==> config.mk <==
export PLATFORM = sky130hd
export DESIGN_NAME = i2c_bus_monitor_unit_flat
export DESIGN_NICKNAME = d
export VERILOG_FILES = /design/src/design/i2cbm_pkg.sv /design/src/design/i2cbm_if.sv /design/src/design/i2cbm_core.sv /design/src/design/i2cbm_out_stage.sv /design/src/design/i2c_bus_monitor_unit.sv /design/src/flat_wrapper.sv
export VERILOG_INCLUDE_DIRS = /design/src /design/src/design
export SDC_FILE = /design/constraint.sdc
export NUM_CORES = 1
export LEC_CHECK = 0
export BUFFER_PORTS_ARGS = -buffer_cell sky130_fd_sc_hd__buf_2
export CORE_UTILIZATION = 55
export DETAILED_ROUTE_END_ITERATION = 8
export PLACE_DENSITY = 0.77
export SETUP_SLACK_MARGIN = 0.1
export SYNTH_ARGS = -nofsm -noshare
export SYNTH_HDL_FRONTEND = slang
export SYNTH_HIERARCHICAL = 1
export SYNTH_SLANG_ARGS = --single-unit
==> constraint.sdc <==
create_clock -name clk_i -period 2.3 [get_ports clk_i]
set_input_delay 0.46 -clock clk_i [delete_from_list [all_inputs] [get_ports clk_i]]
set_output_delay 0.46 -clock clk_i [all_outputs]
set_load 0.005 [all_outputs]
==> src/design/assert_macros.svh <==
// assertion helpers shared by the monitor modules
`ifndef ASSERT_MACROS_SVH
`define ASSERT_MACROS_SVH

`ifndef ASSERT_OFF
// property checked on every rising clock edge outside reset
`define ASSERT_CLK(label, clk, rst_n, prop, msg) \
  label: assert property (@(posedge clk) disable iff (!rst_n) (prop)) else $error(msg);
// property that must also hold while reset is asserted
`define ASSERT_ALWAYS(label, clk, prop, msg) \
  label: assert property (@(posedge clk) (prop)) else $error(msg);
`else
`define ASSERT_CLK(label, clk, rst_n, prop, msg)
`define ASSERT_ALWAYS(label, clk, prop, msg)
`endif

`endif

==> src/design/i2cbm_pkg.sv <==
package i2cbm_pkg;

  // monitor phase
  typedef enum logic [1:0] {
    PH_WAIT = 2'd0,
    PH_IDLE = 2'd1,
    PH_XFER = 2'd2
  } phase_e;

  // reported event codes
  typedef enum logic [1:0] {
    EV_START   = 2'd0,
    EV_RESTART = 2'd1,
    EV_BYTE    = 2'd2,
    EV_STOP    = 2'd3
  } event_e;

  localparam int unsigned BitIdxW = 4;
  localparam logic [BitIdxW-1:0] DataBits = 4'd8;

  // one reported event
  typedef struct packed {
    event_e     kind;
    logic [7:0] byte_value;
    logic       not_acked;
    logic       address_byte;
    logic       record_done;
  } event_t;

endpackage

==> src/design/i2cbm_if.sv <==
// bus sample channel
interface i2cbm_sample_if;
  logic valid;
  logic ready;
  logic clock_line;
  logic data_line;
  modport source (output valid, output clock_line, output data_line, input ready);
  modport sink (input valid, input clock_line, input data_line, output ready);
endinterface

// event report channel
interface i2cbm_event_if;
  logic       valid;
  logic       ready;
  logic [1:0] event_kind;
  logic [7:0] byte_value;
  logic       not_acked;
  logic       address_byte;
  logic       record_done;
  modport source (output valid, output event_kind, output byte_value, output not_acked,
                  output address_byte, output record_done, input ready);
  modport sink (input valid, input event_kind, input byte_value, input not_acked,
                input address_byte, input record_done, output ready);
endinterface

// configuration write channel
interface i2cbm_cfg_if;
  logic valid;
  logic ready;
  logic monitor_enable;
  modport source (output valid, output monitor_enable, input ready);
  modport sink (input valid, input monitor_enable, output ready);
endinterface

==> src/design/i2cbm_core.sv <==
`include "assert_macros.svh"

module i2cbm_core (
  input  logic                clk_i,
  input  logic                rst_ni,
  input  logic                step_i,
  input  logic                clock_line_i,
  input  logic                data_line_i,
  input  logic                enable_i,
  output logic                res_valid_o,
  output i2cbm_pkg::event_t   res_o
);

  i2cbm_pkg::phase_e                  phase_q, phase_d;
  logic                               prev_clk_q, prev_dat_q;
  logic [i2cbm_pkg::BitIdxW-1:0]      bit_idx_q, bit_idx_d;
  logic [7:0]                         shift_q, shift_d;
  logic                               first_q, first_d;
  logic                               want;
  logic                               clk_rise;
  logic                               clk_held;

  assign clk_rise = !prev_clk_q && clock_line_i;
  assign clk_held = prev_clk_q && clock_line_i;

  // next state and event decode for one sample
  always_comb begin
    phase_d   = phase_q;
    bit_idx_d = bit_idx_q;
    shift_d   = shift_q;
    first_d   = first_q;
    want      = 1'b0;
    res_o     = '0;
    unique case (phase_q)
      i2cbm_pkg::PH_IDLE: begin
        if (clock_line_i && !data_line_i) begin
          phase_d    = i2cbm_pkg::PH_XFER;
          bit_idx_d  = '0;
          shift_d    = '0;
          first_d    = 1'b1;
          want       = 1'b1;
          res_o.kind = i2cbm_pkg::EV_START;
        end else if (!clock_line_i || !data_line_i) begin
          phase_d = i2cbm_pkg::PH_WAIT;
        end
      end
      i2cbm_pkg::PH_XFER: begin
        if (clk_rise) begin
          if (bit_idx_q < i2cbm_pkg::DataBits) begin
            shift_d   = {shift_q[6:0], data_line_i};
            bit_idx_d = bit_idx_q + 1'b1;
          end else begin
            // acknowledge bit closes the byte
            bit_idx_d          = '0;
            shift_d            = '0;
            first_d            = 1'b0;
            want               = 1'b1;
            res_o.kind         = i2cbm_pkg::EV_BYTE;
            res_o.byte_value   = shift_q;
            res_o.not_acked    = data_line_i;
            res_o.address_byte = first_q;
            res_o.record_done  = first_q && data_line_i;
            if (first_q && data_line_i) begin
              phase_d = i2cbm_pkg::PH_WAIT;
            end
          end
        end else if (clk_held && (data_line_i != prev_dat_q)) begin
          bit_idx_d = '0;
          shift_d   = '0;
          want      = 1'b1;
          if (!data_line_i) begin
            phase_d    = i2cbm_pkg::PH_XFER;
            first_d    = 1'b1;
            res_o.kind = i2cbm_pkg::EV_RESTART;
          end else begin
            phase_d           = i2cbm_pkg::PH_IDLE;
            first_d           = 1'b0;
            res_o.kind        = i2cbm_pkg::EV_STOP;
            res_o.record_done = 1'b1;
          end
        end
      end
      default: begin
        phase_d = (clock_line_i && data_line_i) ? i2cbm_pkg::PH_IDLE : i2cbm_pkg::PH_WAIT;
      end
    endcase
    // disabled monitor drops the event and waits for an idle bus
    if (want && !enable_i) begin
      phase_d = i2cbm_pkg::PH_WAIT;
    end
  end

  assign res_valid_o = step_i && want && enable_i;

  // state registers
  always_ff @(posedge clk_i or negedge rst_ni) begin
    if (!rst_ni) begin
      phase_q    <= i2cbm_pkg::PH_WAIT;
      prev_clk_q <= 1'b1;
      prev_dat_q <= 1'b1;
      bit_idx_q  <= '0;
      shift_q    <= '0;
      first_q    <= 1'b0;
    end else if (step_i) begin
      phase_q    <= phase_d;
      prev_clk_q <= clock_line_i;
      prev_dat_q <= data_line_i;
      bit_idx_q  <= bit_idx_d;
      shift_q    <= shift_d;
      first_q    <= first_d;
    end
  end

  `ASSERT_CLK(a_bit_idx_range, clk_i, rst_ni, bit_idx_q <= i2cbm_pkg::DataBits,
              "bit index past acknowledge slot")
  `ASSERT_CLK(a_res_needs_enable, clk_i, rst_ni, !res_valid_o || enable_i,
              "event reported while monitor disabled")
  `ASSERT_CLK(a_phase_legal, clk_i, rst_ni,
              phase_q == i2cbm_pkg::PH_WAIT || phase_q == i2cbm_pkg::PH_IDLE ||
              phase_q == i2cbm_pkg::PH_XFER,
              "monitor phase outside its encoding")

endmodule

==> src/design/i2cbm_out_stage.sv <==
module i2cbm_out_stage (
  input  logic                clk_i,
  input  logic                rst_ni,
  input  logic                load_i,
  input  logic                res_valid_i,
  input  i2cbm_pkg::event_t   res_i,
  output logic                full_o,
  i2cbm_event_if.source       event_o
);

  logic                valid_q, valid_d;
  i2cbm_pkg::event_t   data_q;

  // a new load replaces the slot, a taken transfer empties it
  always_comb begin
    valid_d = valid_q;
    if (load_i) begin
      valid_d = res_valid_i;
    end else if (event_o.ready) begin
      valid_d = 1'b0;
    end
  end

  always_ff @(posedge clk_i or negedge rst_ni) begin
    if (!rst_ni) begin
      valid_q <= 1'b0;
    end else begin
      valid_q <= valid_d;
    end
  end

  // payload register
  always_ff @(posedge clk_i) begin
    if (load_i && res_valid_i) begin
      data_q <= res_i;
    end
  end

  assign full_o             = valid_q;
  assign event_o.valid      = valid_q;
  assign event_o.event_kind = data_q.kind;
  assign event_o.byte_value = data_q.byte_value;
  assign event_o.not_acked  = data_q.not_acked;
  assign event_o.address_byte = data_q.address_byte;
  assign event_o.record_done  = data_q.record_done;

endmodule

==> src/design/i2c_bus_monitor_unit.sv <==
// channel   dir  modport  payload
// sample_i  in   sink     clock_line, data_line
// event_o   out  source   event_kind, byte_value, not_acked, address_byte, record_done
// cfg_i     in   sink     monitor_enable
//
// one sample per cycle while the result register can be loaded; a sample's event passes
// through the input register, then decode into the result register
// the result register frees in the cycle it is taken, so a held sink stalls the decode,
// the input register and then the sample channel
// reset is asynchronous; the monitor comes up enabled, waiting for an idle bus
// configuration writes take effect in the next cycle and are always ready
`include "assert_macros.svh"

module i2c_bus_monitor_unit (
  input  logic            clk_i,
  input  logic            rst_ni,
  i2cbm_sample_if.sink    sample_i,
  i2cbm_event_if.source   event_o,
  i2cbm_cfg_if.sink       cfg_i
);

  logic                smp_valid_q;
  logic                smp_clk_q;
  logic                smp_dat_q;
  logic                enable_q;
  logic                advance;
  logic                out_full;
  logic                res_valid;
  i2cbm_pkg::event_t   res;

  // decode runs once the result slot can take its outcome
  assign advance        = smp_valid_q && (!out_full || event_o.ready);
  assign sample_i.ready = !smp_valid_q || advance;
  assign cfg_i.ready    = 1'b1;

  // input register
  always_ff @(posedge clk_i or negedge rst_ni) begin
    if (!rst_ni) begin
      smp_valid_q <= 1'b0;
    end else if (sample_i.ready) begin
      smp_valid_q <= sample_i.valid;
    end
  end

  always_ff @(posedge clk_i) begin
    if (sample_i.valid && sample_i.ready) begin
      smp_clk_q <= sample_i.clock_line;
      smp_dat_q <= sample_i.data_line;
    end
  end

  // enable register
  always_ff @(posedge clk_i or negedge rst_ni) begin
    if (!rst_ni) begin
      enable_q <= 1'b1;
    end else if (cfg_i.valid) begin
      enable_q <= cfg_i.monitor_enable;
    end
  end

  i2cbm_core u_core (
    .clk_i        (clk_i),
    .rst_ni       (rst_ni),
    .step_i       (advance),
    .clock_line_i (smp_clk_q),
    .data_line_i  (smp_dat_q),
    .enable_i     (enable_q),
    .res_valid_o  (res_valid),
    .res_o        (res)
  );

  i2cbm_out_stage u_out (
    .clk_i       (clk_i),
    .rst_ni      (rst_ni),
    .load_i      (advance),
    .res_valid_i (res_valid),
    .res_i       (res),
    .full_o      (out_full),
    .event_o     (event_o)
  );

  `ASSERT_CLK(a_nonbyte_zero, clk_i, rst_ni,
              !event_o.valid || event_o.event_kind == i2cbm_pkg::EV_BYTE ||
              (event_o.byte_value == 8'd0 && !event_o.not_acked && !event_o.address_byte),
              "non-byte event carries byte fields")
  `ASSERT_CLK(a_done_cause, clk_i, rst_ni,
              !(event_o.valid && event_o.record_done) ||
              event_o.event_kind == i2cbm_pkg::EV_STOP ||
              (event_o.address_byte && event_o.not_acked),
              "record end without stop or address nack")
  `ASSERT_CLK(a_no_advance_blocked, clk_i, rst_ni,
              !(advance && out_full && !event_o.ready),
              "decode overwrote an untaken result")

endmodule
==> src/flat_wrapper.sv <==
// flat-port wrapper written by rule: the top's interface ports become plain ports
module i2c_bus_monitor_unit_flat 
  (clk_i, rst_ni, sample_i_valid, sample_i_clock_line, sample_i_data_line, sample_i_ready, event_o_valid, event_o_event_kind, event_o_byte_value, event_o_not_acked, event_o_address_byte, event_o_record_done, event_o_ready, cfg_i_valid, cfg_i_monitor_enable, cfg_i_ready);
  i2cbm_sample_if sample_i_i ();
  i2cbm_event_if event_o_i ();
  i2cbm_cfg_if cfg_i_i ();
  input  logic clk_i;
  input  logic rst_ni;
  input wire logic [$bits(sample_i_i.valid)-1:0] sample_i_valid;
  input wire logic [$bits(sample_i_i.clock_line)-1:0] sample_i_clock_line;
  input wire logic [$bits(sample_i_i.data_line)-1:0] sample_i_data_line;
  output wire logic [$bits(sample_i_i.ready)-1:0] sample_i_ready;
  output wire logic [$bits(event_o_i.valid)-1:0] event_o_valid;
  output wire logic [$bits(event_o_i.event_kind)-1:0] event_o_event_kind;
  output wire logic [$bits(event_o_i.byte_value)-1:0] event_o_byte_value;
  output wire logic [$bits(event_o_i.not_acked)-1:0] event_o_not_acked;
  output wire logic [$bits(event_o_i.address_byte)-1:0] event_o_address_byte;
  output wire logic [$bits(event_o_i.record_done)-1:0] event_o_record_done;
  input wire logic [$bits(event_o_i.ready)-1:0] event_o_ready;
  input wire logic [$bits(cfg_i_i.valid)-1:0] cfg_i_valid;
  input wire logic [$bits(cfg_i_i.monitor_enable)-1:0] cfg_i_monitor_enable;
  output wire logic [$bits(cfg_i_i.ready)-1:0] cfg_i_ready;
  assign sample_i_i.valid = sample_i_valid;
  assign sample_i_i.clock_line = sample_i_clock_line;
  assign sample_i_i.data_line = sample_i_data_line;
  assign sample_i_ready = sample_i_i.ready;
  assign event_o_valid = event_o_i.valid;
  assign event_o_event_kind = event_o_i.event_kind;
  assign event_o_byte_value = event_o_i.byte_value;
  assign event_o_not_acked = event_o_i.not_acked;
  assign event_o_address_byte = event_o_i.address_byte;
  assign event_o_record_done = event_o_i.record_done;
  assign event_o_i.ready = event_o_ready;
  assign cfg_i_i.valid = cfg_i_valid;
  assign cfg_i_i.monitor_enable = cfg_i_monitor_enable;
  assign cfg_i_ready = cfg_i_i.ready;
  i2c_bus_monitor_unit u_core (.clk_i(clk_i), .rst_ni(rst_ni), .sample_i(sample_i_i), .event_o(event_o_i), .cfg_i(cfg_i_i));
endmodule
# After elaboration in Yosys (flattened, before gate mapping)
# Index checks and enable logic that the tools add are counted.
totals:
  regBits: 35
  out_inout_bits: 16
  elab_cells: 97
  input_bits: 8
classes:
  n_bitwise: 2
  eq_ne: 10
  mux: 40
  n_addsub: 1
  n_lt_le_gt_ge: 1
  reduce_logical: 27
ops:
  columns: ["op", "count"]
  rows:
  - ["$mux 8", 4]
  - ["$mux 2", 11]
  - ["$mux 4", 4]
  - ["$ne 4x4->1 const B", 4]
  - ["$pmux 8 s2", 1]
  - ["$mux 1", 15]
  - ["$mux 13", 1]
  - ["$logic_and 1x1->1", 12]
  - ["$reduce_and 5->1", 2]
  - ["$pmux 4 s2", 1]
  - ["$logic_not 1->1", 6]
  - ["$ne 3x3->1 const B", 2]
  - ["$add 4x1->4 const B", 1]
  - ["$lt 4x4->1 const B", 1]
  - ["$pmux 1 s2", 2]
  - ["$pmux 2 s2", 1]
  - ["$reduce_and 4->1", 1]
  - ["$reduce_bool 2->1", 2]
  - ["$logic_or 1x1->1", 3]
  - ["$reduce_or 3->1", 1]
  - ["$eq 2x1->1 const B", 1]
  - ["$eq 2x2->1 const B", 1]
  - ["$ne 2x2->1 const B", 1]
  - ["$not 1->1", 2]
  - ["$ne 1x1->1", 1]

# Logic depth before layout (Yosys ltp)
# Gate-level depths: netlist (run 1).
logic_depth:
  ltp_word: 8
  mapped_depth: 9
  ltp_nobuf: 8

# Cells and area by module
# The synthesis (run 1) kept the hierarchy.
modules_own_cells:
  columns: ["module", "area_per_inst_um2", "cells_each", "n_inst", "seq_area_each_um2"]
  rows:
  - ["i2cbm_core", 1009.7, 99, 1, 427.9]
  - ["i2cbm_out_stage", 442.9, 18, 1, 415.4]
  - ["i2c_bus_monitor_unit", 180.2, 12, 1, 111.4]

# Worst setup path before layout (run 1)
# Ideal clock, no wire load.
synth_path:
  path_kind: "register -> register"
  startpoint: "reg u_core.u_out.valid_q (netlist: u_core/u_out/event_o.valid)"
  endpoint: "reg u_core.u_out.data_q (netlist bit u_core/u_out/event_o.address_byte), enable pin"
  setup_slack_ps: 193
  synth_period_minus_slack_ps: 2107
  setup_time_ps: 310
  path_buffers: 1
  t_arrival_ps: 1796
  stages_incl_launch_ff: 7
  required_ps: 1990
  path_cell_list: "dfrtp_1 > buf_4 > a21boi_0 > inv_1 > nor2_1 > and3_1 > and2_4"
synth_between:
  elab_chain_cells: 6
synth_rtl:
  columns: ["element", "line", "text"]
  rows:
  - ["start, declared", "i2cbm_out_stage.sv:11", "logic valid_q, valid_d;"]
  - ["start signal, assigned", "i2cbm_out_stage.sv:28", "valid_q <= valid_d;"]
  - ["$logic_not 1->1", "i2c_bus_monitor_unit.sv:32", "assign advance = smp_valid_q && (!out_full || event_o.ready);"]
  - ["$logic_or 1x1->1", "i2c_bus_monitor_unit.sv:32", null]
  - ["$logic_and 1x1->1", "i2c_bus_monitor_unit.sv:32", null]
  - ["net u_core.advance", "i2c_bus_monitor_unit.sv:26", "logic advance;"]
  - ["$logic_and 1x1->1 (2 in series)", "i2cbm_core.sv:93", "assign res_valid_o = step_i && want && enable_i;"]
  - ["net u_core.res_valid", "i2c_bus_monitor_unit.sv:28", "logic res_valid;"]
  - ["$logic_and 1x1->1", "i2cbm_out_stage.sv:34", "if (load_i && res_valid_i) begin"]
  - ["end signal, assigned", "i2cbm_out_stage.sv:35", "data_q <= res_i;"]
  - ["end, declared", "i2cbm_out_stage.sv:12", "i2cbm_pkg::event_t data_q;"]
# The timed path passes the listed nets, and every way through them passes these cells.
# A chain may end at the register's enable or synchronous reset.

# Worst setup path in the final report (run 1)
layout_path:
  startpoint: "reg u_core.u_core.phase_q[0]"
  endpoint: "reg u_core/u_core/bit_idx_q[0] (netlist name)"
layout_between:
  elab_chain_cells: 3
  elab_cells_between_ends: 7
  classes_between: "4 x eq/ne; 1 x mux; 2 x reduce/logical"
layout_rtl:
  columns: ["element", "line", "text"]
  rows:
  - ["start, declared", "i2cbm_core.sv:14", "i2cbm_pkg::phase_e phase_q, phase_d;"]
  - ["start signal, assigned", "i2cbm_core.sv:98", "phase_q <= i2cbm_pkg::PH_WAIT;"]
  - ["start signal, assigned", "i2cbm_core.sv:105", "phase_q <= phase_d;"]
  - ["$eq 2x2->1 / $eq 2x1->1 (equally long branches)", "i2cbm_core.sv:34", "unique case (phase_q)"]
  - ["$ne 3x3->1 (no line) (tied with other cells)", null, null]
  - ["$reduce_and 4->1 (no line)", null, null]
  - ["end signal, assigned", "i2cbm_core.sv:108", "bit_idx_q <= bit_idx_d;"]
  - ["end, declared", "i2cbm_core.sv:16", "logic [i2cbm_pkg::BitIdxW-1:0] bit_idx_q, bit_idx_d;"]
# Parallel ways exist; a longest one is shown, timed or not.

==> impl_metrics.toml, run 1 <==
[cells_and_area]
fill_cells = 211
drive_above_1_share_pct = 33.33
register_area_um2 = 954.7
antenna_cells = 0
area_delta_synth_final_pct = 10.80
multi_input_area_um2 = 610.6
nNetsFinal = 166

[logic_synthesis]
ys_seq_area_share_pct = 58.47
synthXorXnorAreaFrac_pct = 0.9962
synth_top_family_by_area = "simple AND/OR/NAND/NOR gates"
synth_area_leader_cell = "edfxtp_1"
synth-compound-area-share_pct = 14.33
async_flop_share_pct = 57.14
synth_area_um2 = 1633
synthAdderAreaFrac_pct = 2.299
synth_cell_types = 45
synth_flop_cell = "dfrtp_1"
synth-seq-cells = 35
ys_warn_count = 6
synthTopCellsByArea = "edfxtp_1 (28%), dfrtp_1 (26%), dfstp_2 (4.8%)"
synth_nets = 140
yosys.area_share.simple_pct = 16.63
avgSynthCellArea_um2 = 12.66
netlist.area_leader.share_pct = 27.59
synth.area.mux_share_pct = 2.759
synth-edff-count = 15
syn_inst = 129

[critical_path]
worstSetupEndpointType = "register"
critPathLaunchType = "register"
worst_ep_arrival_time_ns = 2.32
crit_fanout = 15
worstSetupPathType = "register to register"
ff2ff_setup_slack_ns = 0.26
crit_required_ns = 2.58

[clock_tree]
cts_buffers = 5
hold_buffers = 0
cts-root-buf = "clkbuf_4"
post_cts_resized = 0
postCtsSetupBuffers = 0
cts.clk_slew.worst_paths_ns = 0.11
cts_tree = "built"
cts.sinks = 35
cts.htree.levels = 2
clock_latency_ns = 0.34
clock_path_buffers = 2

[pwr]
power.density_nw_per_um2 = 609.0
ir_drop_uv = 629.2
finalPower_uw = 1102
static-leakage-power_uw = 0.0007520

[global_routing]
globalRouteOverflowTotal = 0
grt_start_max_net_pins = 21
track_usage_pct = 20.79
grt_pass1_vias = 1051
antenna_found_initial = 0
grt_pass1_wl_um = 4892

[run_status]
status = "finished clean"

[timing]
hold_viol = 0
tns_ns = 0
post-route-period-util_pct = 88.75
worst_clock_skew_ns = 0.01147
finalMaxSlewViolations = 0
period_minus_slack_ns = 2.041
rsz0062_at_grt = "false"
finalWorstSetupSlack_ns = 0.2588
setup_viol = 0
fmax_mhz = 489.9

[die]
die-area_um2 = 3191
pin_count = 24
fp-row-count = 19
dieHeight_um = 56.49
initial_utilization_pct = 58.70
core_um2 = 2781
fp.dieW_um = 56.49

[run]
maxCapViolCount = 0

[placed_design]
port_buffers = 22
hpwl_um = 2164
pre_cts_ws_ns = 0.2131
gp_congestion = 0.8562

[drt]
drt_iter0_drc = 17
via_per_inst = 5.754
vias = 1076
avgRoutedWirePerCell_um = 15.96
wirelength_um = 2985
drtAntennaViolNets = 0
drt-pass1-iter-count = 4
drcViolationCount = 0

[min_path]
worstHoldPathType = "input port to async pin"
==> state kept, by name, indices dropped and copies added, names as in the netlist <==
register and flops:
u_core/enable_q 1, u_core/u_out/event_o.valid 1, u_core/u_core/prev_clk_q 1, u_core/u_out/event_o.byte_value 8, u_core/u_core/bit_idx_q 4, u_core/u_core/first_q 1, u_core/smp_dat_q 1, u_core/u_out/event_o.not_acked 1
u_core/u_out/event_o.address_byte 1, u_core/u_core/phase_q 2, u_core/u_core/shift_q 8, u_core/u_out/event_o.record_done 1, u_core/u_core/prev_dat_q 1, u_core/smp_clk_q 1, u_core/u_out/event_o.event_kind 2, u_core/smp_valid_q 1
==> metrics by stage <==
stage / cell area [µm²] / util (%) / hold slack [ns] / cells
global route: 1809 / 65.05 / 0.06331 / 187
detailed placement: 1757 / 63.16 / 0.4358 / 179
finish: 1809 / 65.05 / 0.04872 / 187
global placement: 1757 / 63.16 / 0.4178 / 179
CTS: 1807 / 64.96 / 0.05681 / 187
floorplan: 1633 / - / 0.1644 / 129
==> cells in the mapped netlist (2+ instances only) <==
master and number:
a21oi_1 2, a22o_2 3, nand3b_1 2, dfstp_2 3, inv_1 6, a22o_1 8
and2_4 2, buf_6 2, and3_1 2, o21ai_0 4, nor2_1 6, mux2_2 3
buf_4 2, nand2_1 8, ha_1 3, edfxtp_1 15, dfrtp_1 17, o21ai_1 2
and2_1 10, nand2b_1 4
==> cell families after synthesis <==
family | count (synthesis)
AOI/OAI and AO/OA | 29
xor gates and xnor gates | 1
adders and majority gates | 3
buffers and inverters | 12
DFF | 35
muxes | 4
other | 1
and+or+nand+nor | 44
==> critical path, stage by stage (launching register included) <==
cell      delay, ns
dfrtp_1        0.40
inv_1          0.06
ha_1           0.20
buf_4          0.16
and2_1         0.16
a221oi_2       0.30
nand2_2        0.25
nor2_4         0.26
mux2_2         0.19
==> path summary, 6_finish.rpt <==
| path | startpoint | to | depth (start not counted) |
|---|---|---|---|
| min in group clk_i | sample_i_clock_line | u_core/smp_clk_q | 1 |
| hold reg to reg | u_core/u_core/first_q | u_core/u_core/first_q | 1 |
| hold / removal | rst_ni | u_core/u_core/first_q | 1 |
| setup / recovery | u_core/u_core/phase_q[0] | u_core/u_core/bit_idx_q[0] | 8 |
| setup reg to reg | u_core/u_core/phase_q[0] | u_core/u_core/bit_idx_q[0] | 8 |
| max in group asynchronous | rst_ni | u_core/u_core/prev_dat_q | 1 |
==> layout make-up <==
type,count,share of cell area (%)
clock buffer,6,2.282
timing repair buffer,25,7.331
inverter,6,1.245
tap,31,2.144
sequential,35,52.77
clock inverter,2,0.4841
multi-input combinational,82,33.75
==> cells in the final DEF (no fill, tap or decap), drive strengths merged, types with 4 or more instances in the layout <==
master / instances
buf: 25
dfrtp: 17
edfxtp: 15
and2: 12
a22o: 11
nand2: 9
nor2: 7
inv: 6
clkbuf: 6
o21ai: 6
nand2b: 4
mux2: 4
==> metal layers <==
metal	track usage (%)	up-vias	part of all wire, %
met1	28.01	514	44
met5	0	-	0
met3	6.452	8	5.5
met2	31.43	37	48
met4	8.362	0	2.0
li1	-	517	-
==> power breakdown <==
group | switching (µW) | internal (µW)
clock | 197 | 115
sequential | 18.4 | 668
combinational | 61.5 | 42.5
total | 277 | 825
Note: power is estimated with default switching activity, not from simulation.
==> run 2: changes to the inputs <==
CORE_MARGIN = 3   (was unset)
CORE_UTILIZATION = 45   (was 55)
PLACE_DENSITY = 0.65   (was 0.77)
SLEW_MARGIN = 10   (was unset)
==> run 2 against run 1 <==
Global-route usage shrank 6.6 points. Worst hold slack improved by 0.0048 ns. Sequential share of layout area down 2.1 points. Critical endpoint unchanged. Highest routed layer unchanged.
==> impl_metrics.toml, run 2 (synthesis gave the netlist of run 1 again) <==
[placed_design]
place_area_um2 = 1775
placedCellCount = 194
hpwl_um = 2051
port_buffers = 22
gp_congestion = 0.8349

[cells_and_area]
drive_above_1_share_pct = 34.62
layout.cells.non_filler = 202
final_area_um2 = 1883
antenna_cells = 0
mostFrequentLayoutCells = "buf_2 (22), dfrtp_1 (17), edfxtp_1 (15)"
area_delta_synth_final_pct = 15.33
final_common_cell = "buf_2"
nNetsFinal = 166
fill_cells = 309

[pwr]
comb_power_share_pct = 7.7
ir_drop_uv = 367.6
power.density_nw_per_um2 = 708.5
static-leakage-power_uw = 0.0007737
p_int_uw = 1048
finalPower_uw = 1334
seqPwrFrac_pct = 51.3
power.share.switching_pct = 21.42
p_switching_uw = 285.8
pwr-share-clk_pct = 41.0

[clock_tree]
cts.sinks = 35
cts_tree = "built"
cts_buffers = 5
cts.clk_slew.worst_paths_ns = 0.11
cts-root-buf = "clkbuf_4"
postCtsSetupBuffers = 0
clock_path_buffers = 2
cts.htree.levels = 2
clock_latency_ns = 0.34

[drt]
drcViolationCount = 0
wirelength_um = 2737
via_per_inst = 5.213
vias = 1053
drt-pass1-iter-count = 4
avgRoutedWirePerCell_um = 13.55
drt_iter0_drc = 23
drtAntennaViolNets = 0

[timing]
tns_ns = 0
rsz0062_at_grt = "false"
worst_clock_skew_ns = 0.007477
finalMaxSlewViolations = 0
post-route-period-util_pct = 89.06
period_minus_slack_ns = 2.048
fmax_mhz = 488.2
hold_viol = 0
setup_viol = 0

[run]
maxCapViolCount = 0

[die]
dieHeight_um = 66.24
fp.dieW_um = 66.24
pin_count = 24
core_um2 = 3416
fp-row-count = 21
die-area_um2 = 4387
initial_utilization_pct = 47.80

[global_routing]
grt_pass1_wl_um = 4609
globalRouteOverflowTotal = 0
grt_start_max_net_pins = 21
grt_pass1_vias = 980
antenna_found_initial = 0
track_usage_pct = 14.21

[min_path]
worstHoldPathType = "input port to async pin"

[critical_path]
r2r_start = "u_core/u_core/phase_q[0]"
crit_required_ns = 2.58
r2r_cells = 8
worst_ep_arrival_time_ns = 2.33
crit_path_start = "u_core/u_core/phase_q[0]"
crit_fanout = 15
critPathLaunchType = "register"
ff2ff_setup_slack_ns = 0.25
worstSetupEndpointType = "register"
worstSetupPathType = "register to register"
crit-reg2reg-capture = "u_core/u_core/bit_idx_q[0]"

[run_status]
status = "finished clean"
## run 2: worst max path at each step
stage	to	slack, ns	cells past startpoint
floorplan	u_core/u_out/event_o.address_byte	0.19	6
global placement	u_core/u_out/event_o.valid	0.32	6
detailed placement	u_core/u_out/event_o.byte_value[1]	0.23	7
CTS	u_core/u_out/event_o.not_acked	0.23	7
global route	u_core/u_core/bit_idx_q[0]	0.10	8
finish	u_core/u_core/bit_idx_q[0]	0.25	8
## run 2: area by class of cell
class                   count  area, µm²  area share, %
clock buffers               5      37.54          1.993
clock inverters             3      67.56          3.588
inverters                   6      22.52          1.196
multi-input cells          82      610.6          32.43
flip-flops and latches     35      954.7          50.70
well taps                  46      57.56          3.056
repair buffers             25      132.6          7.043
## run 2: metal layers
layer | track usage [%] | vias up | wire length, µm
met5 | 0 | - | 0
met4 | 5.330 | 0 | 36
met3 | 5.102 | 4 | 159
met2 | 19.95 | 27 | 1201
met1 | 19.98 | 506 | 1339
li1 | - | 516 | -
## run 2: power groups by stage
| stage | Clock [µW] | Combinational, µW | Sequential (µW) |
|---|---|---|---|
| detailed placement | 0 | 102 | 698 |
| global route | 590 | 115 | 687 |
| CTS | 559 | 103 | 684 |
| finish | 546 | 103 | 685 |
| floorplan | 0 | 81.8 | 689 |
| global placement | 0 | 101 | 697 |
## run 2: timing repair
action	4_1_cts	5_1_grt
hold buffers	0	0
resized for setup	0	1
endpoints found under the setup margin	0	13
## run 2: metrics by stage
| step | hold slack (ns) | utilization [%] | worst slack [ns] |
|---|---|---|---|
| finish | 0.05350 | 55.13 | 0.2517 |
| global route | 0.06027 | 55.13 | 0.1028 |
| CTS | 0.04321 | 55.05 | 0.2277 |
| detailed placement | 0.4254 | 51.98 | 0.2282 |
| global placement | 0.4279 | 51.98 | 0.3153 |
| floorplan | 0.1644 | - | 0.1933 |
## run 2: critical path, stage by stage (launching register included)
cell and delay (ns):
dfrtp_1 0.41, inv_1 0.06, ha_1 0.21, buf_4 0.16, and2_1 0.16, a221oi_2 0.28, nand2_2 0.25, nor2_4 0.28
mux2_2 0.20
==> run 3: changes to the inputs <==
ABC_AREA = 1   (was unset)
clock period = 2.62 ns   (was 2.3 ns; I/O delays follow)
==> run 3 against run 2 <==
Sequential power down 7.7%. Flip-flop and latch count unchanged. Critical endpoint is now u_core/u_out/event_o.not_acked. Via count up 10%. Critical path type unchanged. Area after synthesis up 0.46%. Setup slack better by 0.23 ns. Worst hold slack better by 0.053 ns.
==> impl_metrics.toml, run 3 <==
[clock_tree]
clock_path_buffers = 2
post_cts_resized = 0
clock_latency_ns = 0.34
hold_buffers = 0
cts.htree.levels = 2
postCtsSetupBuffers = 0
cts-root-buf = "clkbuf_4"
cts_tree = "built"
cts.sinks = 35
cts.clk_slew.worst_paths_ns = 0.11
cts_buffers = 5

[critical_path]
worstSetupEndpointType = "register"
critical_path_buf_inv_count = 2
crit-reg2reg-capture = "u_core/u_out/event_o.not_acked"
crit_fanout = 17
max_stage_delay_ns = 0.54
worst_ep_arrival_time_ns = 2.13
ff2ff_setup_slack_ns = 0.48
worstSetupPathType = "register to register"
critPathLaunchType = "register"
r2r_start = "u_core/u_core/prev_clk_q"
crit_family = "simple AND/OR/NAND/NOR gates"
path_cells = "inv_1 -> nand2_2 -> or2_4 -> nand3_2 -> nand2_1 -> and3_1 -> nand2_1 -> inv_1"
r2r_cells = 8
crit_slowest_cell = "dfstp_2"
crit_required_ns = 2.61

[cells_and_area]
antenna_cells = 0
mostFrequentLayoutCells = "nand2_1 (43), inv_1 (24), buf_2 (22)"
final_area_um2 = 1851
area_delta_synth_final_pct = 12.81
drive_above_1_share_pct = 24.12
nNetsFinal = 209
postLayoutCoreUtil_pct = 54.18
fill_cells = 328
final_common_cell = "nand2_1"

[placed_design]
port_buffers = 22
gp_congestion = 0.8464
hpwl_um = 2059
place_area_um2 = 1793

[logic_synthesis]
yosys-top-cells-count = "nand2_1 (43), inv_1 (24), dfrtp_1 (17), edfxtp_1 (15), o21ai_0 (13)"
synthTopCellsByArea = "edfxtp_1 (27%), dfrtp_1 (26%), nand2_1 (9.8%)"
synth-edff-count = 15
syn_inst = 172
synth-seq-cells = 35
yosysMostFrequentCell = "nand2_1"
synth_cell_types = 30
async_flop_share_pct = 57.14
ys_seq_area_share_pct = 58.20
synth_flop_cell = "dfrtp_1"
synth_area_um2 = 1640
netlist.area_leader.share_pct = 27.46
ys_warn_count = 6
synth_nets = 183
synth_area_leader_cell = "edfxtp_1"
avgSynthCellArea_um2 = 9.537

[timing]
period_minus_slack_ns = 2.141
post-route-period-util_pct = 81.72
fmax_mhz = 467.1
hold_viol = 0
rsz0062_at_grt = "false"
setup_viol = 0
finalMaxSlewViolations = 0
worst_clock_skew_ns = 0.009519
tns_ns = 0

[global_routing]
grt_start_max_net_pins = 21
grt_pass1_wl_um = 4926
antenna_found_initial = 0
grt_pass1_vias = 1101
track_usage_pct = 14.97
globalRouteOverflowTotal = 0

[pwr]
ir_drop_uv = 300.9
static-leakage-power_uw = 0.0008953
power.density_nw_per_um2 = 612.9

[drt]
avgRoutedWirePerCell_um = 11.08
drt-pass1-iter-count = 4
drt_iter0_drc = 45
drtAntennaViolNets = 0
via_per_inst = 4.735
wirelength_um = 2714
vias = 1160
drcViolationCount = 0

[run]
maxCapViolCount = 0

[die]
dieHeight_um = 66.38
initial_utilization_pct = 48.02
fp-row-count = 21
core_um2 = 3416
fp.dieW_um = 66.38
pin_count = 24
die-area_um2 = 4406

[run_status]
status = "finished clean"

[min_path]
worstHoldPathType = "input port to async pin"
[run 3: kinds of logic after synthesis]
logic type                 Yosys count  synth area share [%]
and+or+nand+nor                     75                 22.35
DFF                                 35                 58.20
buffers and inverters               32                 7.780
AOI/OAI and AO/OA                   25                 8.620
adders and majority gates            3                 2.289
xor gates and xnor gates             1                0.5340
other                                1                0.2286
[run 3: layout make-up]
type	count	area, µm²	share of cell area, %
well taps	46	57.56	3.110
flip-flops and latches	35	954.7	51.59
clock inverters	3	20.02	1.082
multi-input cells	105	558.0	30.16
inverters	28	105.1	5.680
clock buffers	5	37.54	2.028
repair buffers	23	117.6	6.356
[run 3: per-stage QoR]
| step | power (µW) | hold WS (ns) | std cells | setup slack, ns |
|---|---|---|---|---|
| 6_report | 1134 | 0.1066 | 245 | 0.4789 |
| 5_1_grt | 1219 | 0.1201 | 245 | 0.2634 |
| 4_1_cts | 1148 | 0.1154 | 245 | 0.4857 |
| 3_5_place_dp | 864.5 | 0.4684 | 237 | 0.4579 |
| 3_3_place_gp | 859.3 | 0.4724 | 237 | 0.5182 |
| 2_1_floorplan | 810.9 | 0.2284 | 172 | 0.2588 |
[run 3: report_power, final]
group          switching [µW]  leakage, µW  internal, µW
Combinational             147     0.000438          73.4
Clock                     180    0.0000272           102
Sequential               24.6     0.000430           607
[run 3: how the worst max path moves through the flow]
stage	startpoint	endpoint	slack, ns	depth (start not counted)
6_report	u_core/u_core/prev_clk_q	u_core/u_out/event_o.not_acked	0.48	8
5_1_grt	u_core/u_core/prev_clk_q	u_core/u_out/event_o.event_kind[1]	0.26	8
4_1_cts	u_core/u_core/prev_clk_q	u_core/u_out/event_o.not_acked	0.49	8
3_5_place_dp	event_o_ready	u_core/u_out/event_o.byte_value[4]	0.46	8
3_3_place_gp	event_o_ready	u_core/u_out/event_o.byte_value[4]	0.52	8
2_1_floorplan	event_o_ready	u_core/u_out/event_o.address_byte	0.26	7
[run 3: metal layers]
layer  track usage [%]  part of all wire [%]  vias up
met4             8.376                   2.1        0
met3             3.231                   6.7        5
met5                 0                     0        -
li1                  -                     -      609
met1             20.20                    48      513
met2             22.18                    43       33
